$ cat config.mk
export PLATFORM = sky130hd
export DESIGN_NAME = wakeup_sweep_sequencer_unit_flat
export DESIGN_NICKNAME = d
export VERILOG_FILES = /design/src/design/wss_pkg.sv /design/src/design/wss_if.sv /design/src/design/wakeup_sweep_sequencer_unit.sv /design/src/design/wss_cfg.sv /design/src/design/wss_step.sv /design/src/flat_wrapper.sv
export SDC_FILE = /design/constraint.sdc
export NUM_CORES = 1
export LEC_CHECK = 0
export BUFFER_PORTS_ARGS = -buffer_cell sky130_fd_sc_hd__buf_2
export CAP_MARGIN = 20
export CELL_PAD_IN_SITES_DETAIL_PLACEMENT = 0
export CELL_PAD_IN_SITES_GLOBAL_PLACEMENT = 2
export CORE_MARGIN = 1.5
export CORE_UTILIZATION = 40
export CTS_CLUSTER_SIZE = 14
export DETAILED_ROUTE_END_ITERATION = 16
export PLACE_DENSITY_LB_ADDON = 0.1
export SLEW_MARGIN = 20
export SYNTH_ARGS = -nofsm -noshare
export SYNTH_HDL_FRONTEND = slang
export SYNTH_SLANG_ARGS = --single-unit
$ cat constraint.sdc
create_clock -name clk -period 11.55 [get_ports clk]
set_input_delay 1.155 -clock clk [delete_from_list [all_inputs] [get_ports clk]]
set_output_delay 1.155 -clock clk [all_outputs]
set_load 0.01 [all_outputs]
$ cat src/design/wss_pkg.sv
// wss_pkg: shared types, codes, widths and reset values of the wakeup sweep sequencer
// no dependencies; compile first
`default_nettype none

package wss_pkg;

	localparam int unsigned TIMER_W    = 18;
	localparam int unsigned DELAY_W    = 16;
	localparam int unsigned CNT_W      = 8;
	localparam int unsigned CFG_DATA_W = 16;
	localparam int unsigned CFG_IDX_W  = 3;

	localparam logic [TIMER_W-1:0] TIMER_MAX = '1;

	// trigger bit positions
	localparam int unsigned TRIG_NM3  = 0;
	localparam int unsigned TRIG_WUP  = 1;
	localparam int unsigned TRIG_BOTH = 2;

	typedef logic [2:0] trig_t;

	typedef enum logic [1:0] {
		MODE_OFF   = 2'd0,
		MODE_BURST = 2'd1,
		MODE_RELAY = 2'd2,
		MODE_BOTH  = 2'd3
	} mode_t;

	typedef enum logic [1:0] {
		PH_IDLE   = 2'd0,
		PH_ACTION = 2'd1,
		PH_WAIT   = 2'd2
	} phase_t;

	typedef enum logic [1:0] {
		ST_IDLE     = 2'd0,
		ST_ONGOING  = 2'd1,
		ST_FINISHED = 2'd2
	} status_t;

	typedef enum logic [1:0] {
		RLY_NONE = 2'd0,
		RLY_ON   = 2'd1,
		RLY_OFF  = 2'd2
	} relay_cmd_t;

	// register indexes
	localparam logic [CFG_IDX_W-1:0] REG_BURST_PERIOD = 3'd0;
	localparam logic [CFG_IDX_W-1:0] REG_BURST_FRAMES = 3'd1;
	localparam logic [CFG_IDX_W-1:0] REG_RELAY_HOLD   = 3'd2;
	localparam logic [CFG_IDX_W-1:0] REG_POST_WAIT    = 3'd3;
	localparam logic [CFG_IDX_W-1:0] REG_SWEEP_START  = 3'd4;
	localparam logic [CFG_IDX_W-1:0] REG_SWEEP_END    = 3'd5;
	localparam logic [CFG_IDX_W-1:0] REG_SWEEP_STEP   = 3'd6;

	// register reset values
	localparam logic [CNT_W-1:0]   RST_BURST_PERIOD = 8'd5;
	localparam logic [CNT_W-1:0]   RST_BURST_FRAMES = 8'd20;
	localparam logic [DELAY_W-1:0] RST_RELAY_HOLD   = 16'd500;
	localparam logic [DELAY_W-1:0] RST_POST_WAIT    = 16'd1000;
	localparam logic [DELAY_W-1:0] RST_SWEEP_START  = 16'd0;
	localparam logic [DELAY_W-1:0] RST_SWEEP_END    = 16'd3740;
	localparam logic [CNT_W-1:0]   RST_SWEEP_STEP   = 8'd1;

	typedef struct packed {
		logic [CNT_W-1:0]   burst_period;
		logic [CNT_W-1:0]   burst_frames;
		logic [DELAY_W-1:0] relay_hold;
		logic [DELAY_W-1:0] post_wait;
		logic [DELAY_W-1:0] sweep_start;
		logic [DELAY_W-1:0] sweep_end;
		logic [CNT_W-1:0]   sweep_step;
	} cfg_t;

	typedef struct packed {
		logic               send_frame;
		logic [1:0]         relay_cmd;
		logic               relay_state;
		logic [1:0]         status_nm3;
		logic [1:0]         status_wup;
		logic [1:0]         status_both;
		logic [DELAY_W-1:0] current_delay;
		logic [1:0]         phase_code;
	} res_t;

endpackage

`default_nettype wire

$ cat src/design/wss_if.sv
// wss_in_if / wss_out_if: valid-ready channels for trigger ticks and step results
// no dependencies
`default_nettype none

interface wss_in_if;
	logic valid;
	logic ready;
	logic trig_nm3;
	logic trig_wup;
	logic trig_both;

	modport source(output valid, trig_nm3, trig_wup, trig_both, input ready);
	modport sink(input valid, trig_nm3, trig_wup, trig_both, output ready);
endinterface

interface wss_out_if;
	logic        valid;
	logic        ready;
	logic        send_frame;
	logic [1:0]  relay_cmd;
	logic        relay_state;
	logic [1:0]  status_nm3;
	logic [1:0]  status_wup;
	logic [1:0]  status_both;
	logic [15:0] current_delay;
	logic [1:0]  phase_code;

	modport source(output valid, send_frame, relay_cmd, relay_state, status_nm3, status_wup,
		status_both, current_delay, phase_code, input ready);
	modport sink(input valid, send_frame, relay_cmd, relay_state, status_nm3, status_wup,
		status_both, current_delay, phase_code, output ready);
endinterface

`default_nettype wire

$ cat src/design/wakeup_sweep_sequencer_unit.sv
// wakeup_sweep_sequencer_unit: top level, input register, result register and handshakes
// depends on wss_pkg, wss_if, wss_cfg, wss_step
`default_nettype none

// Wakeup sweep sequencer. Each input beat is one millisecond tick carrying the
// three start-trigger levels; each tick gives exactly one result beat with the
// frame strobe, relay command and state, the three per-mode statuses, the
// present sweep delay and the phase. A rising trigger edge while idle starts a
// test (combined mode first, then relay-only, then burst-only); dropping the
// running mode's own trigger aborts it. The block takes one beat per clock
// while the result register is not stalled: a tick is captured in an input
// register, the whole tick update runs as combinational logic against the
// sequencer state, and the result lands in an output register, from which it
// is offered. A stalled result register holds off one more input beat and
// then backpressure reaches the input. Configuration registers are written
// through the plain write port and should only change while no beats are in
// flight; there is no read-back.

module wakeup_sweep_sequencer_unit (
	input  logic                           clk,
	input  logic                           arst_n,
	wss_in_if.sink                         in_ch,
	wss_out_if.source                      out_ch,
	input  logic                           cfg_wr_en,
	input  logic [wss_pkg::CFG_IDX_W-1:0]  cfg_index,
	input  logic [wss_pkg::CFG_DATA_W-1:0] cfg_wr_data
);
	import wss_pkg::*;

	cfg_t  cfg;
	res_t  res;

	// input register stage
	logic  valid_s1;
	trig_t trig_s1;

	// result register
	logic  out_valid_q;
	res_t  out_res_q;

	logic  advance;
	logic  in_take;

	// a tick moves into the result register when that register is free or draining
	assign advance = valid_s1 && (!out_valid_q || out_ch.ready);
	assign in_ch.ready = !valid_s1 || advance;
	assign in_take = in_ch.valid && in_ch.ready;

	wss_cfg u_cfg (
		.clk     (clk),
		.arst_n  (arst_n),
		.wr_en   (cfg_wr_en),
		.index   (cfg_index),
		.wr_data (cfg_wr_data),
		.cfg     (cfg)
	);

	wss_step u_step (
		.clk     (clk),
		.arst_n  (arst_n),
		.cfg     (cfg),
		.step_en (advance),
		.trig    (trig_s1),
		.res     (res)
	);

	always_ff @(posedge clk or negedge arst_n) begin
		if (!arst_n) begin
			valid_s1 <= 1'b0;
		end else if (in_take) begin
			valid_s1 <= 1'b1;
		end else if (advance) begin
			valid_s1 <= 1'b0;
		end
	end

	// payload, no reset needed
	always_ff @(posedge clk) begin
		if (in_take) begin
			trig_s1[TRIG_NM3]  <= in_ch.trig_nm3;
			trig_s1[TRIG_WUP]  <= in_ch.trig_wup;
			trig_s1[TRIG_BOTH] <= in_ch.trig_both;
		end
	end

	always_ff @(posedge clk or negedge arst_n) begin
		if (!arst_n) begin
			out_valid_q <= 1'b0;
		end else if (advance) begin
			out_valid_q <= 1'b1;
		end else if (out_ch.ready) begin
			out_valid_q <= 1'b0;
		end
	end

	always_ff @(posedge clk) begin
		if (advance)
			out_res_q <= res;
	end

	assign out_ch.valid         = out_valid_q;
	assign out_ch.send_frame    = out_res_q.send_frame;
	assign out_ch.relay_cmd     = out_res_q.relay_cmd;
	assign out_ch.relay_state   = out_res_q.relay_state;
	assign out_ch.status_nm3    = out_res_q.status_nm3;
	assign out_ch.status_wup    = out_res_q.status_wup;
	assign out_ch.status_both   = out_res_q.status_both;
	assign out_ch.current_delay = out_res_q.current_delay;
	assign out_ch.phase_code    = out_res_q.phase_code;

endmodule

`default_nettype wire

$ cat src/design/wss_cfg.sv
// wss_cfg: configuration register bank with write-only access
// depends on wss_pkg
`default_nettype none

module wss_cfg (
	input  logic                               clk,
	input  logic                               arst_n,
	input  logic                               wr_en,
	input  logic [wss_pkg::CFG_IDX_W-1:0]      index,
	input  logic [wss_pkg::CFG_DATA_W-1:0]     wr_data,
	output wss_pkg::cfg_t                      cfg
);
	import wss_pkg::*;

	cfg_t cfg_q;

	always_ff @(posedge clk or negedge arst_n) begin
		if (!arst_n) begin
			cfg_q.burst_period <= RST_BURST_PERIOD;
			cfg_q.burst_frames <= RST_BURST_FRAMES;
			cfg_q.relay_hold   <= RST_RELAY_HOLD;
			cfg_q.post_wait    <= RST_POST_WAIT;
			cfg_q.sweep_start  <= RST_SWEEP_START;
			cfg_q.sweep_end    <= RST_SWEEP_END;
			cfg_q.sweep_step   <= RST_SWEEP_STEP;
		end else if (wr_en) begin
			case (index)
				REG_BURST_PERIOD: cfg_q.burst_period <= wr_data[CNT_W-1:0];
				REG_BURST_FRAMES: cfg_q.burst_frames <= wr_data[CNT_W-1:0];
				REG_RELAY_HOLD:   cfg_q.relay_hold   <= wr_data[DELAY_W-1:0];
				REG_POST_WAIT:    cfg_q.post_wait    <= wr_data[DELAY_W-1:0];
				REG_SWEEP_START:  cfg_q.sweep_start  <= wr_data[DELAY_W-1:0];
				REG_SWEEP_END:    cfg_q.sweep_end    <= wr_data[DELAY_W-1:0];
				REG_SWEEP_STEP:   cfg_q.sweep_step   <= wr_data[CNT_W-1:0];
				default: ;
			endcase
		end
	end

	assign cfg = cfg_q;

endmodule

`default_nettype wire

$ cat src/design/wss_step.sv
// wss_step: sequencer state registers and the one-tick next-state logic
// depends on wss_pkg
`default_nettype none

module wss_step (
	input  logic           clk,
	input  logic           arst_n,
	input  wss_pkg::cfg_t  cfg,
	input  logic           step_en,
	input  wss_pkg::trig_t trig,
	output wss_pkg::res_t  res
);
	import wss_pkg::*;

	typedef struct packed {
		mode_t              mode;
		phase_t             phase;
		logic [DELAY_W-1:0] ed;
		logic [TIMER_W-1:0] pt;
		logic [CNT_W-1:0]   fs;
		logic [TIMER_W-1:0] nft;
		logic               br;
		logic               rh;
		trig_t              prev;
		status_t            s_nm3;
		status_t            s_wup;
		status_t            s_both;
	} state_t;

	typedef struct packed {
		state_t st;
		logic   on;
		logic   off;
		logic   fo;
	} work_t;

	function automatic logic uses_nm3(mode_t m);
		return (m == MODE_BURST) || (m == MODE_BOTH);
	endfunction

	function automatic logic uses_wup(mode_t m);
		return (m == MODE_RELAY) || (m == MODE_BOTH);
	endfunction

	function automatic logic own_trig(trig_t t, mode_t m);
		logic r;
		case (m)
			MODE_BURST: r = t[TRIG_NM3];
			MODE_RELAY: r = t[TRIG_WUP];
			default:    r = t[TRIG_BOTH];
		endcase
		return r;
	endfunction

	function automatic work_t begin_action(work_t w);
		w.st.phase = PH_ACTION;
		w.st.pt    = '0;
		w.st.rh    = 1'b0;
		w.st.br    = 1'b0;
		w.st.nft   = '0;
		w.st.fs    = '0;
		if (uses_wup(w.st.mode)) begin
			w.on    = 1'b1;
			w.st.rh = 1'b1;
		end
		if (uses_nm3(w.st.mode))
			w.st.br = 1'b1;
		return w;
	endfunction

	function automatic work_t begin_run(work_t w, mode_t m, logic [DELAY_W-1:0] start);
		w.st.mode   = m;
		w.st.ed     = start;
		w.st.s_nm3  = (m == MODE_BURST) ? ST_ONGOING : ST_IDLE;
		w.st.s_wup  = (m == MODE_RELAY) ? ST_ONGOING : ST_IDLE;
		w.st.s_both = (m == MODE_BOTH)  ? ST_ONGOING : ST_IDLE;
		return begin_action(w);
	endfunction

	function automatic work_t stop_run(work_t w, logic fin, logic [DELAY_W-1:0] start);
		mode_t old;
		old = w.st.mode;
		if (w.st.rh)
			w.off = 1'b1;
		w.st.rh     = 1'b0;
		w.st.br     = 1'b0;
		w.st.nft    = '0;
		w.st.fs     = '0;
		w.st.pt     = '0;
		w.st.mode   = MODE_OFF;
		w.st.phase  = PH_IDLE;
		w.st.ed     = start;
		w.st.s_nm3  = ST_IDLE;
		w.st.s_wup  = ST_IDLE;
		w.st.s_both = ST_IDLE;
		if (fin) begin
			case (old)
				MODE_BURST: w.st.s_nm3  = ST_FINISHED;
				MODE_RELAY: w.st.s_wup  = ST_FINISHED;
				MODE_BOTH:  w.st.s_both = ST_FINISHED;
				default: ;
			endcase
		end
		return w;
	endfunction

	state_t             st_q;
	work_t              w;
	trig_t              rise;
	logic               active;
	logic [CNT_W-1:0]   per;
	logic [TIMER_W:0]   nft_sum;
	logic [DELAY_W:0]   total;
	logic [DELAY_W:0]   ed_sum;

	always_comb begin
		w.st  = st_q;
		w.on  = 1'b0;
		w.off = 1'b0;
		w.fo  = 1'b0;
		rise  = trig & ~st_q.prev;
		per   = (cfg.burst_period == '0) ? CNT_W'(1) : cfg.burst_period;
		nft_sum = '0;
		ed_sum  = '0;

		// start or abort
		if (w.st.mode == MODE_OFF) begin
			if (rise[TRIG_BOTH])
				w = begin_run(w, MODE_BOTH, cfg.sweep_start);
			else if (rise[TRIG_WUP])
				w = begin_run(w, MODE_RELAY, cfg.sweep_start);
			else if (rise[TRIG_NM3])
				w = begin_run(w, MODE_BURST, cfg.sweep_start);
		end else if (!own_trig(trig, w.st.mode)) begin
			w = stop_run(w, 1'b0, cfg.sweep_start);
		end

		active = (w.st.mode != MODE_OFF);
		total  = {1'b0, cfg.post_wait} + {1'b0, w.st.ed};

		if (active) begin
			case (w.st.phase)
				PH_ACTION: begin
					if (uses_nm3(w.st.mode) && w.st.br) begin
						if (w.st.fs >= cfg.burst_frames) begin
							w.st.br = 1'b0;
						end else if (w.st.pt >= w.st.nft) begin
							w.fo    = 1'b1;
							w.st.fs = w.st.fs + CNT_W'(1);
							nft_sum = {1'b0, w.st.nft} + (TIMER_W+1)'(per);
							w.st.nft = nft_sum[TIMER_W] ? TIMER_MAX : nft_sum[TIMER_W-1:0];
							if (w.st.fs >= cfg.burst_frames)
								w.st.br = 1'b0;
						end
					end
					if (uses_wup(w.st.mode) && w.st.rh
						&& (w.st.pt >= TIMER_W'(cfg.relay_hold))) begin
						w.off   = 1'b1;
						w.st.rh = 1'b0;
					end
					if ((!uses_wup(w.st.mode) || !w.st.rh)
						&& (!uses_nm3(w.st.mode) || !w.st.br)) begin
						w.st.phase = PH_WAIT;
						w.st.pt    = '0;
					end
				end
				PH_WAIT: begin
					if (w.st.pt >= TIMER_W'(total)) begin
						if (w.st.ed >= cfg.sweep_end) begin
							w = stop_run(w, 1'b1, cfg.sweep_start);
						end else begin
							ed_sum  = {1'b0, w.st.ed} + (DELAY_W+1)'(cfg.sweep_step);
							w.st.ed = ed_sum[DELAY_W] ? {DELAY_W{1'b1}} : ed_sum[DELAY_W-1:0];
							w = begin_action(w);
						end
					end
				end
				default: ;
			endcase
			// timer still advances on the finishing tick
			if (w.st.pt != TIMER_MAX)
				w.st.pt = w.st.pt + TIMER_W'(1);
		end

		w.st.prev = trig;
	end

	always_ff @(posedge clk or negedge arst_n) begin
		if (!arst_n) begin
			st_q <= '0;
		end else if (step_en) begin
			st_q <= w.st;
		end
	end

	always_comb begin
		res.send_frame    = w.fo;
		if (w.on && !w.off)
			res.relay_cmd = RLY_ON;
		else if (w.off && !w.on)
			res.relay_cmd = RLY_OFF;
		else
			res.relay_cmd = RLY_NONE;
		res.relay_state   = w.st.rh;
		res.status_nm3    = w.st.s_nm3;
		res.status_wup    = w.st.s_wup;
		res.status_both   = w.st.s_both;
		res.current_delay = w.st.ed;
		res.phase_code    = w.st.phase;
	end

endmodule

`default_nettype wire

$ cat src/flat_wrapper.sv
// flat-port wrapper written by rule: the top's interface ports become plain ports
module wakeup_sweep_sequencer_unit_flat import wss_pkg::*;
  (clk, arst_n, cfg_wr_en, cfg_index, cfg_wr_data, in_ch_valid, in_ch_trig_nm3, in_ch_trig_wup, in_ch_trig_both, in_ch_ready, out_ch_valid, out_ch_send_frame, out_ch_relay_cmd, out_ch_relay_state, out_ch_status_nm3, out_ch_status_wup, out_ch_status_both, out_ch_current_delay, out_ch_phase_code, out_ch_ready);
  wss_in_if in_ch_i ();
  wss_out_if out_ch_i ();
  input  logic clk;
  input  logic arst_n;
  input  logic cfg_wr_en;
  input  logic [wss_pkg::CFG_IDX_W-1:0] cfg_index;
  input  logic [wss_pkg::CFG_DATA_W-1:0] cfg_wr_data;
  input wire logic [$bits(in_ch_i.valid)-1:0] in_ch_valid;
  input wire logic [$bits(in_ch_i.trig_nm3)-1:0] in_ch_trig_nm3;
  input wire logic [$bits(in_ch_i.trig_wup)-1:0] in_ch_trig_wup;
  input wire logic [$bits(in_ch_i.trig_both)-1:0] in_ch_trig_both;
  output wire logic [$bits(in_ch_i.ready)-1:0] in_ch_ready;
  output wire logic [$bits(out_ch_i.valid)-1:0] out_ch_valid;
  output wire logic [$bits(out_ch_i.send_frame)-1:0] out_ch_send_frame;
  output wire logic [$bits(out_ch_i.relay_cmd)-1:0] out_ch_relay_cmd;
  output wire logic [$bits(out_ch_i.relay_state)-1:0] out_ch_relay_state;
  output wire logic [$bits(out_ch_i.status_nm3)-1:0] out_ch_status_nm3;
  output wire logic [$bits(out_ch_i.status_wup)-1:0] out_ch_status_wup;
  output wire logic [$bits(out_ch_i.status_both)-1:0] out_ch_status_both;
  output wire logic [$bits(out_ch_i.current_delay)-1:0] out_ch_current_delay;
  output wire logic [$bits(out_ch_i.phase_code)-1:0] out_ch_phase_code;
  input wire logic [$bits(out_ch_i.ready)-1:0] out_ch_ready;
  assign in_ch_i.valid = in_ch_valid;
  assign in_ch_i.trig_nm3 = in_ch_trig_nm3;
  assign in_ch_i.trig_wup = in_ch_trig_wup;
  assign in_ch_i.trig_both = in_ch_trig_both;
  assign in_ch_ready = in_ch_i.ready;
  assign out_ch_valid = out_ch_i.valid;
  assign out_ch_send_frame = out_ch_i.send_frame;
  assign out_ch_relay_cmd = out_ch_i.relay_cmd;
  assign out_ch_relay_state = out_ch_i.relay_state;
  assign out_ch_status_nm3 = out_ch_i.status_nm3;
  assign out_ch_status_wup = out_ch_i.status_wup;
  assign out_ch_status_both = out_ch_i.status_both;
  assign out_ch_current_delay = out_ch_i.current_delay;
  assign out_ch_phase_code = out_ch_i.phase_code;
  assign out_ch_i.ready = out_ch_ready;
  wakeup_sweep_sequencer_unit u_core (.clk(clk), .arst_n(arst_n), .in_ch(in_ch_i), .out_ch(out_ch_i), .cfg_wr_en(cfg_wr_en), .cfg_index(cfg_index), .cfg_wr_data(cfg_wr_data));
endmodule
; ---- Word level (Yosys, flattened, before mapping)
; Cells that the tools add are included.
[totals]
word_cells = 142
output_inout_bits = 30
inputBits = 27
ff_bits = 196
[classes]
add_sub_neg = 5
mux = 50
order_cmp = 6
eq_ne = 14
reduce_logical = 35
bitwise = 2
[op_table]
columns = operator, count
row1 = 78-bit 2-to-1 mux, 8
row2 = 27-bit 2-to-1 mux, 4
row3 = 46-bit case mux with 2 select lines, 1
row4 = 18-bit 2-to-1 mux, 3
row5 = 46-bit 2-to-1 mux, 1
row6 = 16-bit 2-to-1 mux, 2
row7 = 26-bit 2-to-1 mux, 1
row8 = 18-bit by 8-bit adder with 19-bit output, 1
row9 = 1-bit 2-to-1 mux, 19
row10 = "18-bit by 1-bit adder with 18-bit output, second input constant", 1
row11 = 18-bit by 16-bit greater-or-equal comparator with 1-bit output, 1
row12 = 18-bit by 17-bit greater-or-equal comparator with 1-bit output, 1
row13 = 18-bit greater-or-equal comparator, 1
row14 = "18-bit != test, second input constant", 1
row15 = 16-bit by 16-bit adder with 17-bit output, 1
row16 = 16-bit by 8-bit adder with 17-bit output, 1
row17 = 16-bit greater-or-equal comparator, 1
row18 = 8-bit greater-or-equal comparator, 2
row19 = 2-bit AND reduction, 7
row20 = 2-bit 2-to-1 mux, 6
row21 = 10-bit 2-to-1 mux, 1
row22 = "3-bit equality test, second input constant", 3
row23 = "8-bit by 1-bit adder with 8-bit output, second input constant", 1
row24 = "2-bit equality test, second input constant", 4
row25 = other kinds (15), 40

; ---- Longest topological paths before layout
[logic_depth]
ltp_word = 26
mapped_depth = 44
ltp_nobuf = 37

; ---- Cells and area by module
; A second synthesis with hierarchy kept.
[unflattened]
cells_unflattened = 1402
area_unflattened_um2 = 13660.6
[by_module_without_submodules]
columns = module, seq_area_each_um2, instances, area_each_um2, cells_per_inst
row1 = wss_step, 1876.8, 1, 9168.8, 1169
row2 = wss_cfg, 2232.1, 1, 3457.1, 194
row3 = wakeup_sweep_sequencer_unit, 980.9, 1, 1034.7, 39

; ---- Least setup slack after synthesis
; OpenSTA, ideal clock, no wires.
[synth_timing]
kind = register to register
start = register u_core.u_step.st_q[74] (netlist name)
end = register u_core.u_step.st_q[44] (netlist name)
synth_period_minus_slack_ns = 8.030
arrival_time_ns = 7.961
path_stages_with_launch = 41
path_slack_ns = 3.520
required_time_ns = 11.481
cell_sequence = dfrtp_1 -> inv_1 -> ha_1 -> nor2_1 -> a211oi_2 -> or2_1 -> buf_6 -> buf_6 -> buf_2 -> buf_2 -> buf_1 -> mux2i_1 -> inv_1 -> ha_1 -> nand3_1 -> a21boi_0 -> o21ai_0 -> a21boi_0 -> (+5 left out) -> xor2_1 -> ha_1 -> and4_1 -> nand4_1 -> o211ai_4 -> nor2_2 -> nand3b_2 -> clkbuf_1 -> and2_1 -> ha_1 -> nand4_1 -> nor4_1 -> nand2_1 -> a21oi_1 -> or4b_1 -> buf_2 -> or4_1 -> nand3_1
[synth_via]
elab_chain_cells = 22
word_cells_on_any_way = 52
classes_between = add/sub (3) / order compare (5) / eq/ne (8) / mux (22) / reduce/logical (14)
[synth_rtl]
columns = item, line_no
row1 = from (decl), wss_step.sv:107  ; state_t st_q;
row2 = from (signal assigned), wss_step.sv:192  ; st_q <= w.st;
row3 = 2-bit equality test or 2-bit by 1-bit equality test with 1-bit output (tied branches), wss_step.sv:47  ; case (m)
row4 = 1-bit case mux with 2 select lines, wss_step.sv:47
row5 = 1-bit 2-to-1 mux, wss_step.sv:127  ; if (w.st.mode == MODE_OFF) begin
row6 = 78-bit 2-to-1 mux, wss_step.sv:134  ; end else if (!own_trig(trig, w.st.mode)) begin
row7 = 78-bit 2-to-1 mux (*), wss_step.sv:127
row8 = 8-bit by 1-bit adder with 8-bit output, wss_step.sv:149  ; w.st.fs = w.st.fs + CNT_W'(1);
row9 = 8-bit greater-or-equal comparator, wss_step.sv:152  ; if (w.st.fs >= cfg.burst_frames)
row10 = 1-bit 2-to-1 mux, wss_step.sv:152
row11 = (+6 left out), -
row12 = 1-bit logical OR, wss_step.sv:162  ; && (!uses_nm3(w.st.mode) || !w.st.br)) begin
row13 = 1-bit logical AND, wss_step.sv:162
row14 = 18-bit 2-to-1 mux, wss_step.sv:161  ; if ((!uses_wup(w.st.mode) || !w.st.rh)
row15 = 46-bit case mux with 2 select lines, wss_step.sv:142  ; case (w.st.phase)
row16 = 46-bit 2-to-1 mux, wss_step.sv:141  ; if (active) begin
row17 = 18-bit by 1-bit adder with 18-bit output or 18-bit != test (tied branches), "wss_step.sv:182, wss_step.sv:181"
row18 = 18-bit 2-to-1 mux, wss_step.sv:181  ; if (w.st.pt != TIMER_MAX)
row19 = 78-bit 2-to-1 mux (*), wss_step.sv:141
; Mark *: on every way between the ends. The rest lies on a longest branch, timed or not. The select of a mux whose other input is x is not followed.
; A chain may end at the register's enable or synchronous reset.

; ---- Worst setup path after layout
[layout_timing]
start = register u_core.u_step.st_q[74] (netlist name)
end = register u_core.u_step.st_q[51] (netlist name)
; The elaborated chain is that of the path after synthesis.

==> impl_metrics.toml <==
[critical_path]
slowest_delay_ns = 0.68
slowest_stage = "or4b_1"
rrSetupSlack_ns = 3.16
crit_type = "reg2reg"
cp-end-kind = "register"
critical_path_arrival_ns = 8.76
cp-start-kind = "register"
required_ns = 11.92
crit_top_cell = "ha_1"
critPathMaxFanout = 16

[timing]
setup_tns_ns = 0
worst_pin_slew_ns = 1.07
max_slew_margin_pct = 27.8
setup_ws_ns = 3.16
finalCritPeriodShare_pct = 72.7
slew_violations = 0
finalSetupViolations = 0
hold_viol = 0
skew_ns = 0.0186
clock.fmax_mhz = 119
rsz0062_at_grt = "no"
post-route-min-period_ns = 8.39
whs_ns = 0.463

[worst_hold_path]
min-delay-path-class = "reg2reg"

[clocking]
cts_root_buffer = "clkbuf_16"
tritoncts = "built"
insertion_delay_ns = 0.46
clock_path_buffers = 2
clkTransAtPathRegs_ns = 0.08
cts_hold_buf = 0
cts.sinks = 196
post_cts_resized = 0
cts_setup_buffers = 0
ctsHtreeMaxLevel = 4
numCtsBuffers = 17

[synthesis]
synthArstFlopShare_pct = 84.2
synthFlopType = "dfrtp_1"
synth_nets = 1549
yosysTopAreaCell = "dfrtp_1"
synth.yosys.warnings = 0
avgSynthCellArea_sq_um = 9.29
synth_seq_cells = 196
syn_inst = 1396
syn-cell-area_sq_um = 13000
seq_area_frac_synth_pct = 39.2
synth-edff-count = 31
synth_top_area_share_pct = 27.2
synth.distinct_cells = 85
synth.area.top_cells = "dfrtp_1 (27%), ha_1 (12%), edfxtp_1 (7.2%)"

[route]
first_pass_iters = 6
vias = 10334
drt_iter0_markers = 568
viasPerCell = 5.60
wirelength_mm = 37.2
drc_errors = 0
ant_nets = 0
wire_per_inst_microns = 20.2

[placed_design]
pre_cts_ws_ns = 3.23
place_congestion = 0.825
placed_area_sq_um = 13700
place_hpwl_mm = 27.5
dpl.cell_count = 1812
io_buffers = 56

[floorplanning]
die_x_microns = 183
core_sq_um = 31700
pin_count = 57
die_y_microns = 183
die-area_sq_um = 33500
num_rows = 65
start_util_pct = 40.9

[cells_and_area]
drive_gt1_share_pct = 16.4
final_common_cell = "nand2_1"
num_antenna_cells = 0
fin_area_sq_um = 14300
mostFrequentLayoutCells = "nand2_1 (213), dfrtp_1 (141), ha_1 (123), o21ai_0 (88), inv_1 (84)"
stdcell_count = 1844
nets = 1582
area_growth_pct = 10.5

[grt]
grt_usage_pct = 23.2
grt_pass1_wl_mm = 59.3
antenna_found_initial = 0
grt_pass1_vias = 10346
grt_start_max_net_pins = 93
gr-total-overflow = 0

[pwr]
p_per_area_nw_per_um2 = 260
irDropWorstVdd_mv = 0.124
p_leak_nw = 6.53

[flow_run]
max-cap-violations = 0

[status]
outcome = "complete, no violations"
## synth_stat cells (8+ instances only)
cell,count
nor2b_1,10
o21bai_1,8
dfstp_2,24
nand2_1,214
a22o_1,8
o22ai_1,14
dfrtp_1,141
a211oi_1,8
xor2_1,9
nor3_1,18
or4_1,8
and3_1,16
nand2b_1,20
o211ai_1,12
a21oi_1,75
inv_1,85
a21o_1,20
o21ai_0,88
mux2_2,81
nand3_1,40
nor2_1,68
edfxtp_1,31
ha_1,123
o21a_1,10
nand4_1,18
nor4_1,11
clkbuf_1,45
and2_1,31
xnor2_1,20
## sequential cells by signal, summed over array words and instances (netlist names), 2 cells and up
name and count:
u_core.trig_s1 3, u_core.u_cfg.cfg 88, u_core.out_ch.status_wup 2, u_core.out_ch.relay_cmd 2
u_core.out_ch.current_delay 16, u_core.out_ch.status_both 2, u_core.u_step.st_q 75, u_core.out_ch.phase_code 2
u_core.out_ch.status_nm3 2
## kinds of logic after synthesis
kind of cell	Yosys count	synth area share, %
simple gates	491	18.3
compound gates	323	16.3
flops	196	39.2
buf+inv	144	4.37
fa+ha+maj	126	12.3
mux	87	7.52
xor+xnor	29	1.96
## routing by layer
layer	track usage, %	wire length [microns]
met1	32.4	18300
met3	3.81	1350
met5	0	0
met4	5.02	405
met2	37.7	17100
## path summary, 6_finish.rpt
path / startpoint / depth (start not counted) / to
setup / recovery: u_core.u_step.st_q[74] / 32 / u_core.u_step.st_q[51]
hold / removal: u_core.u_step.st_q[18] / 2 / u_core.u_step.st_q[18]
setup reg to reg: u_core.u_step.st_q[74] / 32 / u_core.u_step.st_q[51]
hold reg to reg: u_core.u_step.st_q[18] / 2 / u_core.u_step.st_q[18]
min in group asynchronous: arst_n / 1 / u_core.u_step.st_q[25]
max in group asynchronous: arst_n / 2 / u_core.u_cfg.cfg[75]
## final cells by class
| class | count | area, sq um |
|---|---|---|
| clock buffer | 23 | 509 |
| clock inverter | 9 | 138 |
| fill | 3082 | 17400 |
| inverter | 85 | 320 |
| multi-input combinational | 1056 | 7340 |
| sequential | 196 | 5090 |
| tap | 402 | 503 |
| timing repair buffer | 73 | 425 |
## metrics by stage
| step | power (W) | utilization, % |
|---|---|---|
| after floorplan | 0.00246 | - |
| after global placement | 0.00305 | 43.0 |
| after detailed placement | 0.00306 | 43.1 |
| after CTS | 0.00375 | 45.2 |
| after global routing | 0.00404 | 45.2 |
| final | 0.00372 | 45.2 |
## critical path, delay by kind of cell, from the launching register on
| family | cells | cell delay (ns) |
|---|---|---|
| AOI/OAI and AO/OA | 10 | 1.96 |
| and+or+nand+nor | 14 | 3.82 |
| buffers and inverters | 2 | 0.29 |
| adders and majority gates | 4 | 1.32 |
| muxes | 1 | 0.37 |
| xor gates and xnor gates | 1 | 0.09 |
| DFF | 1 | 0.43 |
## power breakdown
part	internal (W)	switching, W
logic	0.000760	0.00127
registers	0.000902	0.000119
clock network	0.000380	0.000284
No activity file was read; power rests on OpenSTA's default activity.
